## src/rtl/msk_pkg.sv

```systemverilog
// shared types and codes of the kruskal spanning tree unit
// no dependencies; used by every module of the block
package msk_pkg;

  localparam int VERTICES_DEF    = 16;
  localparam int WEIGHT_BITS_DEF = 16;

  localparam logic [1:0] CMD_CLEAR = 2'd0;
  localparam logic [1:0] CMD_LOAD  = 2'd1;
  localparam logic [1:0] CMD_RUN   = 2'd2;

  typedef struct packed {
    logic [1:0]  cmd;
    logic [3:0]  end_a;
    logic [3:0]  end_b;
    logic [15:0] weight;
  } item_t;

  typedef struct packed {
    logic [3:0]  tree_a;
    logic [3:0]  tree_b;
    logic [15:0] tree_weight;
    logic        last;
    logic        empty_res;
  } result_t;

endpackage

```

## src/rtl/msk_ram.sv

```systemverilog
// simple dual port memory, one write and one registered read per cycle
// depends on msk_pkg only for house consistency
module msk_ram
  import msk_pkg::*;
#(
  parameter int W  = 16,
  parameter int AW = 8
) (
  input  logic          clk,
  input  logic          we,
  input  logic [AW-1:0] waddr,
  input  logic [W-1:0]  wdata,
  input  logic [AW-1:0] raddr,
  output logic [W-1:0]  rdata
);

  logic [W-1:0] mem [0:(1<<AW)-1];

  always_ff @(posedge clk) begin
    if (we) begin
      mem[waddr] <= wdata;
    end
    rdata <= mem[raddr];
  end

endmodule

```

## src/rtl/msk_ctrl.sv

```systemverilog
// sequencer: clear sweep, edge load, repeated min scan over the matrix,
// label compare and relabel sweep; drives both memories
// depends on msk_pkg
module msk_ctrl
  import msk_pkg::*;
#(
  parameter int VERTICES    = VERTICES_DEF,
  parameter int WEIGHT_BITS = WEIGHT_BITS_DEF,
  parameter int IDX_W       = $clog2(VERTICES),
  parameter int CNT_W       = $clog2(VERTICES + 1)
) (
  input  logic                     clk,
  input  logic                     rst,
  input  logic                     in_valid,
  output logic                     in_ready,
  input  item_t                    in_data,
  input  logic [CNT_W-1:0]         vcount,
  input  logic                     out_free,
  output logic                     res_push,
  output result_t                  res_data,
  output logic                     wm_we,
  output logic [2*IDX_W-1:0]       wm_waddr,
  output logic [WEIGHT_BITS-1:0]   wm_wdata,
  output logic [2*IDX_W-1:0]       wm_raddr,
  input  logic [WEIGHT_BITS-1:0]   wm_rdata,
  output logic                     lb_we,
  output logic [IDX_W-1:0]         lb_waddr,
  output logic [IDX_W-1:0]         lb_wdata,
  output logic [IDX_W-1:0]         lb_raddr,
  input  logic [IDX_W-1:0]         lb_rdata
);

  localparam int AW    = 2 * IDX_W;
  localparam int KEY_W = WEIGHT_BITS + AW;

  localparam logic [3:0] ST_CLEAR = 4'd0;
  localparam logic [3:0] ST_IDLE  = 4'd1;
  localparam logic [3:0] ST_INIT  = 4'd2;
  localparam logic [3:0] ST_SCAN  = 4'd3;
  localparam logic [3:0] ST_LBLA  = 4'd4;
  localparam logic [3:0] ST_LBLB  = 4'd5;
  localparam logic [3:0] ST_CMP   = 4'd6;
  localparam logic [3:0] ST_PUSH  = 4'd7;
  localparam logic [3:0] ST_RELAB = 4'd8;
  localparam logic [3:0] ST_FIN   = 4'd9;

  logic [3:0]             state;
  logic [AW-1:0]          clr_addr;
  logic [IDX_W-1:0]       ri, ci, rd_i, rd_j, j, jd;
  logic                   rd_ok, scan_end, j_end, jd_ok;
  logic                   have_last, have_best;
  logic [KEY_W-1:0]       last_key, best_key;
  logic [IDX_W-1:0]       la, lb;
  logic                   pend_valid;
  logic [IDX_W-1:0]       pend_a, pend_b;
  logic [WEIGHT_BITS-1:0] pend_w;

  logic [IDX_W-1:0]       nlast, ia, ib, e_i, e_j;
  logic [WEIGHT_BITS-1:0] w_in, e_w;
  logic                   in_rng, load_go;
  logic [KEY_W-1:0]       cur_key;
  logic                   cand;
  logic [31:0]            w_in32, pw32;

  assign nlast  = IDX_W'(vcount - 1'b1);
  assign ia     = IDX_W'(in_data.end_a);
  assign ib     = IDX_W'(in_data.end_b);
  assign w_in32 = 32'(in_data.weight);
  assign w_in   = w_in32[WEIGHT_BITS-1:0];
  assign in_rng = (32'(in_data.end_a) < 32'(vcount)) && (32'(in_data.end_b) < 32'(vcount));
  assign load_go = (state == ST_IDLE) && in_valid && (in_data.cmd == CMD_LOAD) && in_rng;

  assign e_w = last_key[KEY_W-1 -: WEIGHT_BITS];
  assign e_i = last_key[AW-1 -: IDX_W];
  assign e_j = last_key[IDX_W-1:0];

  // key orders by weight, then row-major position, which keeps the sort stable
  assign cur_key = {wm_rdata, rd_i, rd_j};
  assign cand = rd_ok && (wm_rdata != '0) && (!have_last || cur_key > last_key)
                && (!have_best || cur_key < best_key);

  assign in_ready = (state == ST_IDLE);

  // weight matrix holds the upper triangle only, row = smaller endpoint
  always_comb begin
    wm_we    = (state == ST_CLEAR) || load_go;
    wm_waddr = (state == ST_CLEAR) ? clr_addr : ((ia <= ib) ? {ia, ib} : {ib, ia});
    wm_wdata = (state == ST_CLEAR) ? '0 : w_in;
    wm_raddr = {ri, ci};
  end

  always_comb begin
    lb_we    = (state == ST_INIT) || ((state == ST_RELAB) && jd_ok && (lb_rdata == lb));
    lb_waddr = (state == ST_INIT) ? j : jd;
    lb_wdata = (state == ST_INIT) ? j : la;
    unique case (state)
      ST_LBLA: lb_raddr = e_i;
      ST_LBLB: lb_raddr = e_j;
      default: lb_raddr = j;
    endcase
  end

  assign pw32 = 32'(pend_w);
  always_comb begin
    res_push = ((state == ST_PUSH) || (state == ST_FIN)) && out_free;
    res_data.tree_a      = pend_valid ? 4'(pend_a) : 4'd0;
    res_data.tree_b      = pend_valid ? 4'(pend_b) : 4'd0;
    res_data.tree_weight = pend_valid ? pw32[15:0] : 16'd0;
    res_data.last        = (state == ST_FIN);
    res_data.empty_res   = !pend_valid;
  end

  always_ff @(posedge clk) begin
    if (rst) begin
      state      <= ST_CLEAR;
      clr_addr   <= '0;
      rd_ok      <= 1'b0;
      jd_ok      <= 1'b0;
      scan_end   <= 1'b0;
      j_end      <= 1'b0;
      have_last  <= 1'b0;
      have_best  <= 1'b0;
      pend_valid <= 1'b0;
      ri         <= '0;
      ci         <= '0;
      j          <= '0;
    end else begin
      rd_ok <= 1'b0;
      jd_ok <= 1'b0;
      unique case (state)
        ST_CLEAR: begin
          clr_addr <= clr_addr + 1'b1;
          if (&clr_addr) begin
            state <= ST_IDLE;
          end
        end
        ST_IDLE: begin
          if (in_valid) begin
            if (in_data.cmd == CMD_CLEAR) begin
              clr_addr <= '0;
              state    <= ST_CLEAR;
            end else if (in_data.cmd == CMD_RUN) begin
              j          <= '0;
              have_last  <= 1'b0;
              have_best  <= 1'b0;
              pend_valid <= 1'b0;
              state      <= ST_INIT;
            end
          end
        end
        ST_INIT: begin
          j <= j + 1'b1;
          if (j == nlast) begin
            ri       <= '0;
            ci       <= '0;
            scan_end <= 1'b0;
            state    <= ST_SCAN;
          end
        end
        ST_SCAN: begin
          if (!scan_end) begin
            rd_ok <= 1'b1;
            rd_i  <= ri;
            rd_j  <= ci;
            if (ci == nlast) begin
              if (ri == nlast) begin
                scan_end <= 1'b1;
              end else begin
                ri <= ri + 1'b1;
                ci <= ri + 1'b1;
              end
            end else begin
              ci <= ci + 1'b1;
            end
          end
          if (cand) begin
            best_key  <= cur_key;
            have_best <= 1'b1;
          end
          // pipeline drained: the best candidate of this pass is the next edge
          if (scan_end && !rd_ok) begin
            ri       <= '0;
            ci       <= '0;
            scan_end <= 1'b0;
            if (have_best) begin
              last_key  <= best_key;
              have_last <= 1'b1;
              have_best <= 1'b0;
              state     <= ST_LBLA;
            end else begin
              state <= ST_FIN;
            end
          end
        end
        ST_LBLA: state <= ST_LBLB;
        ST_LBLB: begin
          la    <= lb_rdata;
          state <= ST_CMP;
        end
        ST_CMP: begin
          lb <= lb_rdata;
          j  <= '0;
          j_end <= 1'b0;
          if (la == lb_rdata) begin
            state <= ST_SCAN;
          end else if (pend_valid) begin
            state <= ST_PUSH;
          end else begin
            pend_valid <= 1'b1;
            pend_a     <= e_i;
            pend_b     <= e_j;
            pend_w     <= e_w;
            state      <= ST_RELAB;
          end
        end
        ST_PUSH: begin
          if (out_free) begin
            pend_a <= e_i;
            pend_b <= e_j;
            pend_w <= e_w;
            state  <= ST_RELAB;
          end
        end
        ST_RELAB: begin
          if (!j_end) begin
            jd_ok <= 1'b1;
            jd    <= j;
            j     <= j + 1'b1;
            if (j == nlast) begin
              j_end <= 1'b1;
            end
          end
          if (j_end && !jd_ok) begin
            state <= ST_SCAN;
          end
        end
        ST_FIN: begin
          if (out_free) begin
            state <= ST_IDLE;
          end
        end
        default: state <= ST_IDLE;
      endcase
    end
  end

endmodule

```

## src/rtl/minimum_spanning_tree_kruskal_unit.sv

```systemverilog
// channel | signals                      | transaction
// in      | in_valid in_ready in_data    | one command: clear, load edge or run
// out     | out_valid out_ready out_data | one tree edge, or one empty mark
// cfg     | cfg_valid cfg_ready cfg_data | vertex count write
// load writes one entry; clear sweeps the whole matrix memory, 4^ceil(log2 VERTICES)
// words (256 by default), and the same sweep runs after reset with in_ready low
// run: a label init sweep, then per sorted edge a scan pass of the n(n+1)/2 triangle
// entries over the single matrix read port and label reads of both ends; an accepted
// edge adds a relabel sweep, plus a push after the first; one more pass ends the run
// a stalled output holds the sequencer until the output register frees
// top level of the kruskal spanning tree unit; uses msk_pkg, msk_ram, msk_ctrl
module minimum_spanning_tree_kruskal_unit
  import msk_pkg::*;
#(
  parameter int VERTICES    = VERTICES_DEF,
  parameter int WEIGHT_BITS = WEIGHT_BITS_DEF
) (
  input  logic       clk,
  input  logic       rst,
  input  logic       in_valid,
  output logic       in_ready,
  input  item_t      in_data,
  output logic       out_valid,
  input  logic       out_ready,
  output result_t    out_data,
  input  logic       cfg_valid,
  output logic       cfg_ready,
  input  logic [4:0] cfg_data
);

  localparam int IDX_W = $clog2(VERTICES);
  localparam int CNT_W = $clog2(VERTICES + 1);

  logic [4:0]             vertex_count;
  logic [CNT_W-1:0]       vcount;
  logic                   out_free, res_push;
  result_t                res_data;
  logic                   wm_we;
  logic [2*IDX_W-1:0]     wm_waddr, wm_raddr;
  logic [WEIGHT_BITS-1:0] wm_wdata, wm_rdata;
  logic                   lb_we;
  logic [IDX_W-1:0]       lb_waddr, lb_wdata, lb_raddr, lb_rdata;

  assign cfg_ready = 1'b1;

  always_ff @(posedge clk) begin
    if (rst) begin
      vertex_count <= 5'd16;
    end else if (cfg_valid) begin
      vertex_count <= cfg_data;
    end
  end

  // zero acts as one, above the parameter acts as the parameter
  always_comb begin
    if (vertex_count == 5'd0) begin
      vcount = CNT_W'(1);
    end else if (32'(vertex_count) > 32'(VERTICES)) begin
      vcount = CNT_W'(VERTICES);
    end else begin
      vcount = CNT_W'(vertex_count);
    end
  end

  assign out_free = !out_valid || out_ready;

  always_ff @(posedge clk) begin
    if (rst) begin
      out_valid <= 1'b0;
    end else if (res_push) begin
      out_valid <= 1'b1;
    end else if (out_ready) begin
      out_valid <= 1'b0;
    end
  end

  always_ff @(posedge clk) begin
    if (res_push) begin
      out_data <= res_data;
    end
  end

  msk_ctrl #(
    .VERTICES    (VERTICES),
    .WEIGHT_BITS (WEIGHT_BITS),
    .IDX_W       (IDX_W),
    .CNT_W       (CNT_W)
  ) u_ctrl (
    .clk      (clk),
    .rst      (rst),
    .in_valid (in_valid),
    .in_ready (in_ready),
    .in_data  (in_data),
    .vcount   (vcount),
    .out_free (out_free),
    .res_push (res_push),
    .res_data (res_data),
    .wm_we    (wm_we),
    .wm_waddr (wm_waddr),
    .wm_wdata (wm_wdata),
    .wm_raddr (wm_raddr),
    .wm_rdata (wm_rdata),
    .lb_we    (lb_we),
    .lb_waddr (lb_waddr),
    .lb_wdata (lb_wdata),
    .lb_raddr (lb_raddr),
    .lb_rdata (lb_rdata)
  );

  msk_ram #(.W(WEIGHT_BITS), .AW(2*IDX_W)) u_wmat (
    .clk   (clk),
    .we    (wm_we),
    .waddr (wm_waddr),
    .wdata (wm_wdata),
    .raddr (wm_raddr),
    .rdata (wm_rdata)
  );

  msk_ram #(.W(IDX_W), .AW(IDX_W)) u_label (
    .clk   (clk),
    .we    (lb_we),
    .waddr (lb_waddr),
    .wdata (lb_wdata),
    .raddr (lb_raddr),
    .rdata (lb_rdata)
  );

endmodule

```

## config.mk

```make
export PLATFORM = sky130hd
export DESIGN_NAME = minimum_spanning_tree_kruskal_unit
export DESIGN_NICKNAME = d
export VERILOG_FILES = /design/src/rtl/msk_pkg.sv /design/src/rtl/msk_ram.sv /design/src/rtl/msk_ctrl.sv /design/src/rtl/minimum_spanning_tree_kruskal_unit.sv
export SDC_FILE = /design/constraint.sdc
export NUM_CORES = 2
export LEC_CHECK = 0
export BUFFER_PORTS_ARGS = -buffer_cell sky130_fd_sc_hd__buf_2
export CORE_MARGIN = 2
export CORE_UTILIZATION = 25
export CTS_BUF_LIST = sky130_fd_sc_hd__clkbuf_4
export CTS_CLUSTER_SIZE = 14
export DETAILED_ROUTE_END_ITERATION = 6
export GPL_ROUTABILITY_DRIVEN = 0
export HOLD_SLACK_MARGIN = 0.08
export PLACE_DENSITY = 0.52
export RECOVER_POWER = 100
export SETUP_SLACK_MARGIN = 0.3
export SYNTH_ARGS = -nofsm -noshare
export SYNTH_HDL_FRONTEND = slang
export SYNTH_MEMORY_MAX_BITS = 65536
export SYNTH_SLANG_ARGS = --single-unit
```

## constraint.sdc

```tcl
create_clock -name clk -period 9.4 [get_ports clk]
set_input_delay 1.41 -clock clk [delete_from_list [all_inputs] [get_ports clk]]
set_output_delay 1.41 -clock clk [all_outputs]
set_load 0.1 [all_outputs]
```

* Word level (Yosys, flattened, before mapping) *
Memory sizes are Yosys's and may differ from the RTL's. A register that Yosys moved wholly into a read port is not among the register bits.
Cells that the tools add are included.

cells by class
  magnitude comparators = 6
  $add $sub $neg = 5
  reductions and logical operators = 55
  equality and inequality tests = 35
  bitwise operators = 5
  mux-type cells = 80

operators with widths
  cell                                                    number
  two-way mux 4 bit                                       32
  two-way mux 16 bit                                      4
  case mux 4 bit (10 select lines)                        1
  case mux 4 bit (2 select lines)                         5
  two-way mux 8 bit                                       4
  case mux 16 bit (2 select lines)                        1
  > comparator 24 bit                                     1
  less-than comparator 24 bit                             1
  two-way mux 1 bit                                       24
  equality test 4 bit                                     5
  AND reduction 5 bit                                     4
  equality test 4 x 3 -> 1 bit (second input constant)    4
  inequality test 2 bit (second input constant)           8
  case mux 4 bit (4 select lines)                         1
  case mux 8 bit (2 select lines)                         1
  AND reduction 8 bit                                     2
  nonzero test 16 bit                                     1
  nonzero test 2 bit                                      7
  adder 4 x 1 -> 4 bit (second input constant)            3
  logical AND 1 bit                                       12
  inequality test 2 x 1 -> 1 bit (second input constant)  6
  AND reduction 3 bit                                     4
  AND reduction 4 bit                                     3
  less-than comparator 4 x 5 -> 1 bit                     2
  24 further kinds                                        50

storage, ports and cells
  RAM bits = 4160
  memories = 2
  logic and storage cells = 217
  input port bits = 36
  bits in registers = 155
  output and inout bits = 29

memories
  name         depth  width  read ports  clocked after Yosys merged registers in  write ports  line           source
  u_wmat.mem   256    16     1           1                                        1            msk_ram.sv:17  logic [W-1:0] mem [0:(1<<AW)-1];
  u_label.mem  16     4      1           1                                        1            msk_ram.sv:17

* Longest topological paths before layout *
  word-level depth = 10
  mapped depth = 13
  depth with buffers taken out = 10

* Cells and area by module *
Synthesis repeated with hierarchy kept, for this count alone.

unflattened totals
  cell total of the unflattened synthesis = 8214
  area, all modules = 169473.8 µm²

modules (own cells, without submodules)
  module                              instances  area an instance (µm²)  seq. area each (µm²)  cells each
  msk_ram at u_wmat                   1          158714.7                123318.3              7360
  msk_ctrl                            1          7053.0                  3383.2                669
  msk_ram at u_label                  1          2666.3                  2001.9                130
  minimum_spanning_tree_kruskal_unit  1          1039.7                  900.9                 55

* Least setup slack after synthesis *
OpenSTA, ideal clock, no wires.

  path kind = input -> register
  start = input port in_data[0] in the netlist's numbering
  end = memory u_wmat.mem[0][0], data pin
  setup slack = 399 ps
  stages = 1
  library setup time = 1447 ps
  arrival = 7555 ps
  buffers on the path = 0
  data required time = 7953 ps
  path through = nor2b_1

between the ends
  longest elaborated chain between the ends = 1

RTL lines
  item                line                                      source
  start, declared     minimum_spanning_tree_kruskal_unit.sv:22  input item_t in_data,
  two-way mux 16 bit  msk_ctrl.sv:88                            wm_wdata = (state == ST_CLEAR) ? '0 : w_in;
  end, declared       msk_ram.sv:17

No other way between the ends.

* Final worst setup path *
  start = register u_ctrl.state[3]
  end = memory u_wmat.mem[223][4], enable pin

between the ends
  longest elaborated chain between the ends = 7
  elaborated cells on any way between the ends = 9
  classes of those cells = eq/ne (1); mux (3); reduce/logical (5)

RTL lines
  item                                     line             source
  start, declared                          msk_ctrl.sv:47   logic [3:0] state;
  start signal, assigned                   msk_ctrl.sv:115  state <= ST_CLEAR;
  start signal, assigned                   msk_ctrl.sv:134  state <= ST_IDLE;
  start signal, assigned                   msk_ctrl.sv:141  state <= ST_CLEAR;
  equality test 4 x 1 -> 1 bit             msk_ctrl.sv:71   assign load_go = (state == ST_IDLE) && in_valid && (in_data.cmd == CMD_LOAD) && in_rng;
  logical AND 1 bit (3 in series)          msk_ctrl.sv:71
  logical OR 1 bit                         msk_ctrl.sv:86   wm_we = (state == ST_CLEAR) || load_go;
  two-way mux 1 bit                        msk_ram.sv:20    if (we) begin
  two-way mux 1 bit (not written as such)  msk_ram.sv:21    mem[waddr] <= wdata;

Several ways; a longest one is shown, not always the timed one.

==> results.json <==
{
  "start_util": 0.251,
  "fp.coreArea_um2": 676000,
  "r2r_setup_slack_ns": 2.14,
  "io_buffer_count": 63,
  "finalHoldViolations": 0,
  "total_power_mw": 37.2,
  "synth-seq-area-share": 0.764,
  "worst_setup_hold_path_clk_slew_ns": 0.06,
  "numCtsBuffers": 1182,
  "ctsHtreeMaxLevel": 7,
  "place_inst": 17000,
  "ff_latch_count_synth": 4335,
  "finish.net_count": 9343,
  "cts_buffer_depth": 5,
  "drive_gt1_frac": 0.302,
  "floorplan.die.width_um": 828,
  "timing.hold.worst_path_depth": 4,
  "ctsRootBufferMaster": "clkbuf_4",
  "power_frac_comb": 0.010,
  "cp-startpoint": "u_ctrl.state[3]$_SDFFE_PP0P_",
  "maxCapViolCount": 78,
  "yosys_warnings": 0,
  "timing.reg2reg.worst_path_depth": 7,
  "final.setup.tns_ns": 0,
  "yosys.cell_types.count": 88,
  "cts_hold_repair.buffers": 19,
  "violated_checks": "max-capacitance violations, max-slew violations",
  "drcViolationCount": 0,
  "clock_insertion_delay_worst_skew_ns": 1.73,
  "clock-skew-final_ns": 0.138,
  "clock.fmax_mhz": 138,
  "hp-class": "in -> reg",
  "p_int_mw": 29.4,
  "row_count": 302,
  "startpoint_type": "flop",
  "mappedNetlistArea_um2": 170000,
  "drt-wirelength-per-cell_um": 26.8,
  "dieArea_um2": 685000,
  "grt_first_pass_wirelength_mm": 709,
  "gr-total-overflow": 0,
  "synth_largest_area_cell": "edfxtp_1",
  "synth.net_count": 8245,
  "status": "complete, but fails checks",
  "ys.flop_type": "edfxtp_1",
  "hold_start": "in_valid",
  "worst-path-buf-inv": 3,
  "unrepaired_setup_endpoints_after_global_routing": "no",
  "crit_fanout": 34,
  "area_share_of_the_largest_cell_type_after_synthesis": 0.757,
  "synth_edf_count": 4278,
  "cts.repair_timing.setup_buffer_count": 0,
  "syn-instance-count": 8147,
  "number_of_antenna_violations_at_the_first_check_in_global_routing": 31,
  "cp_slowest_stage_delay_ns": 1.62,
  "via_count_of_the_first_global_routing_pass": 93200,
  "drtIter0Drc": 11400,
  "timing.critical_path.cells": "nor4_1 > clkbuf_1 > nand2_1 > a211o_1 > buf_4 > nor4_1 > clkbuf_1",
  "seq_power_share": 0.564,
  "detailedPlacementHpwl_mm": 299,
  "clock_sink_count": 4335,
  "area_delta_synth_final_pct": 15.5,
  "dr_total_vias": 91400,
  "post_layout_nonfiller_instances": 19000,
  "num_io_pins": 65,
  "netSwitchingPower_mw": 7.84,
  "power.switching_fraction": 0.211,
  "power.density_nw_per_um2": 190,
  "report.final.slew_viol_count": 2247,
  "global_route.usage.total": 0.145,
  "detail_route.first_pass.iterations": 6,
  "synth_area_leaders": "edfxtp_1, mux4_2, mux2i_1",
  "placement.cell_area_um2": 184000,
  "critPathArrivalTime_ns": 8.56,
  "crit_slowest_cell": "clkbuf_1",
  "setup_viol_count_final": 0,
  "finalCritPeriodShare": 0.772,
  "final_area_um2": 196000,
  "detail_route.wirelength_mm": 509,
  "worst_setup_path_end_kind": "flop",
  "crit_family": "buffers and inverters",
  "critical_path_cell_count": 7,
  "tritoncts": "yes",
  "die_height_um": 828,
  "antenna_left": 0,
  "p_leak_nw": 59.6,
  "measured_slew_at_the_worst_slew_check_pin_ns": 4.55,
  "avgViaCountPerCell": 4.82,
  "period_minus_slack_ns": 7.26,
  "synth_async_sr_flop_share": 0,
  "worstPathRequired_ns": 10.70,
  "regToRegStartpoint": "u_ctrl.state[3]$_SDFFE_PP0P_",
  "total_of_cells_resized_after_clock_tree_synthesis": 0,
  "slew_headroom": -2.03,
  "setup.worst_path.class": "reg -> reg",
  "pin_count_of_the_biggest_net_entering_global_routing": 145,
  "synthesis.area_per_instance_um2": 20.8,
  "share_clk_of_total_power": 0.426,
  "irDropWorstVdd_mv": 0.140
}
area by class of cell:
type,instances,area [um^2]
clock buffers,1662,12500
repair buffers,449,3000
well taps,8968,11200
diodes,38,95.1
fillers,66200,480000
clock inverters,231,1170
inverters,69,264
flip-flops and latches,4335,130000
multi-input cells,3208,38100
worst reg2reg max path, stage by stage, from the launching register on:
cell and delay (ns):
dfxtp_1 0.52, nor4_1 0.36, clkbuf_1 1.62, nand2_1 0.34, a211o_1 1.33, buf_4 0.76, nor4_1 1.51, clkbuf_1 0.46
kinds of logic (layout without fill, tap and decap cells):
group,after synthesis,after routing,synth area share
DFF,4335,4335,0.764
muxes,1301,1301,0.142
AOI/OAI and AO/OA,1008,1008,0.0418
and+or+nand+nor,809,809,0.0294
buffers and inverters,604,2411,0.0166
adders and majority gates,62,62,0.00457
xor gates and xnor gates,27,27,0.00164
other,1,39,0.0000221
per-stage QoR:
step,util,hold WS (ns),worst slack (ns)
3_3_place_gp,0.272,0.433,2.62
3_5_place_dp,0.272,0.436,2.60
6_report,0.290,0.333,2.14
5_1_grt,0.290,0.254,1.95
4_1_cts,0.293,0.111,3.98
2_1_floorplan,-,0.403,0.399
power by group through the flow:
stage | logic, mW | registers, mW | clock network (mW)
floorplan | 0.157 | 21.4 | 0
global placement | 0.374 | 21.4 | 0
detailed placement | 0.375 | 21.4 | 0
CTS | 0.384 | 21.0 | 16.3
global route | 0.379 | 21.0 | 17.3
finish | 0.369 | 21.0 | 15.8
routing by layer:
layer | GRT usage | vias up | part of all wire | routed length (um)
met4 | 0.0612 | 6 | 0.034 | 17400
met3 | 0.0342 | 922 | 0.088 | 44800
li1 | - | 37400 | - | -
met1 | 0.197 | 48200 | 0.42 | 212000
met5 | 0 | - | 0.000085 | 43
met2 | 0.225 | 4889 | 0.46 | 235000
state kept, by name, indices dropped and copies added, names as in the netlist, 5 cells and up:
register and cells:
u_wmat.rdata 16, u_label.mem 64, u_wmat.mem 4096, vertex_count 5, u_ctrl.best_key 24, out_data 26, u_ctrl.clr_addr 8, u_ctrl.last_key 24
u_ctrl.pend_w 16
cells in the final DEF, fill, tap and decap left out, types with 66 or more instances in the layout:
master / n
a22oi_1: 221
nor2_1: 146
edfxtp_1: 4278
nand2_1: 108
nor3_1: 68
nor4_4: 81
mux2i_1: 383
a221oi_1: 138
clkbuf_1: 214
nor4_1: 152
a21oi_1: 213
clkinv_1: 179
buf_4: 133
clkbuf_4: 1663
inv_1: 66
o21ai_0: 148
mux4_2: 878
synthesized netlist by cell type (all sizes together) (23+ instances only):
| library cell | number |
|---|---|
| edfxtp | 4278 |
| mux2i | 383 |
| nor4 | 256 |
| and2 | 34 |
| o211ai | 25 |
| a22oi | 221 |
| buf | 250 |
| o21ai | 154 |
| a22o | 25 |
| nor2 | 151 |
| inv | 66 |
| nand4 | 23 |
| a221oi | 138 |
| dfxtp | 57 |
| nand3 | 41 |
| ha | 62 |
| nand2 | 109 |
| nor3 | 71 |
| mux2 | 40 |
| mux4 | 878 |
| a221o | 30 |
| nor2b | 36 |
| a21oi | 214 |
| nand2b | 24 |
| clkbuf | 285 |
| a211oi | 26 |
final timing paths:
kind / endpoint
max: u_wmat.mem[223][4]$_DFFE_PP_
min: u_ctrl.have_last$_SDFFE_PP0P_
max reg2reg: u_wmat.mem[223][4]$_DFFE_PP_
min reg2reg: u_ctrl.last_key[19]$_DFFE_PP_
No activity file was read; power rests on OpenSTA's default activity.
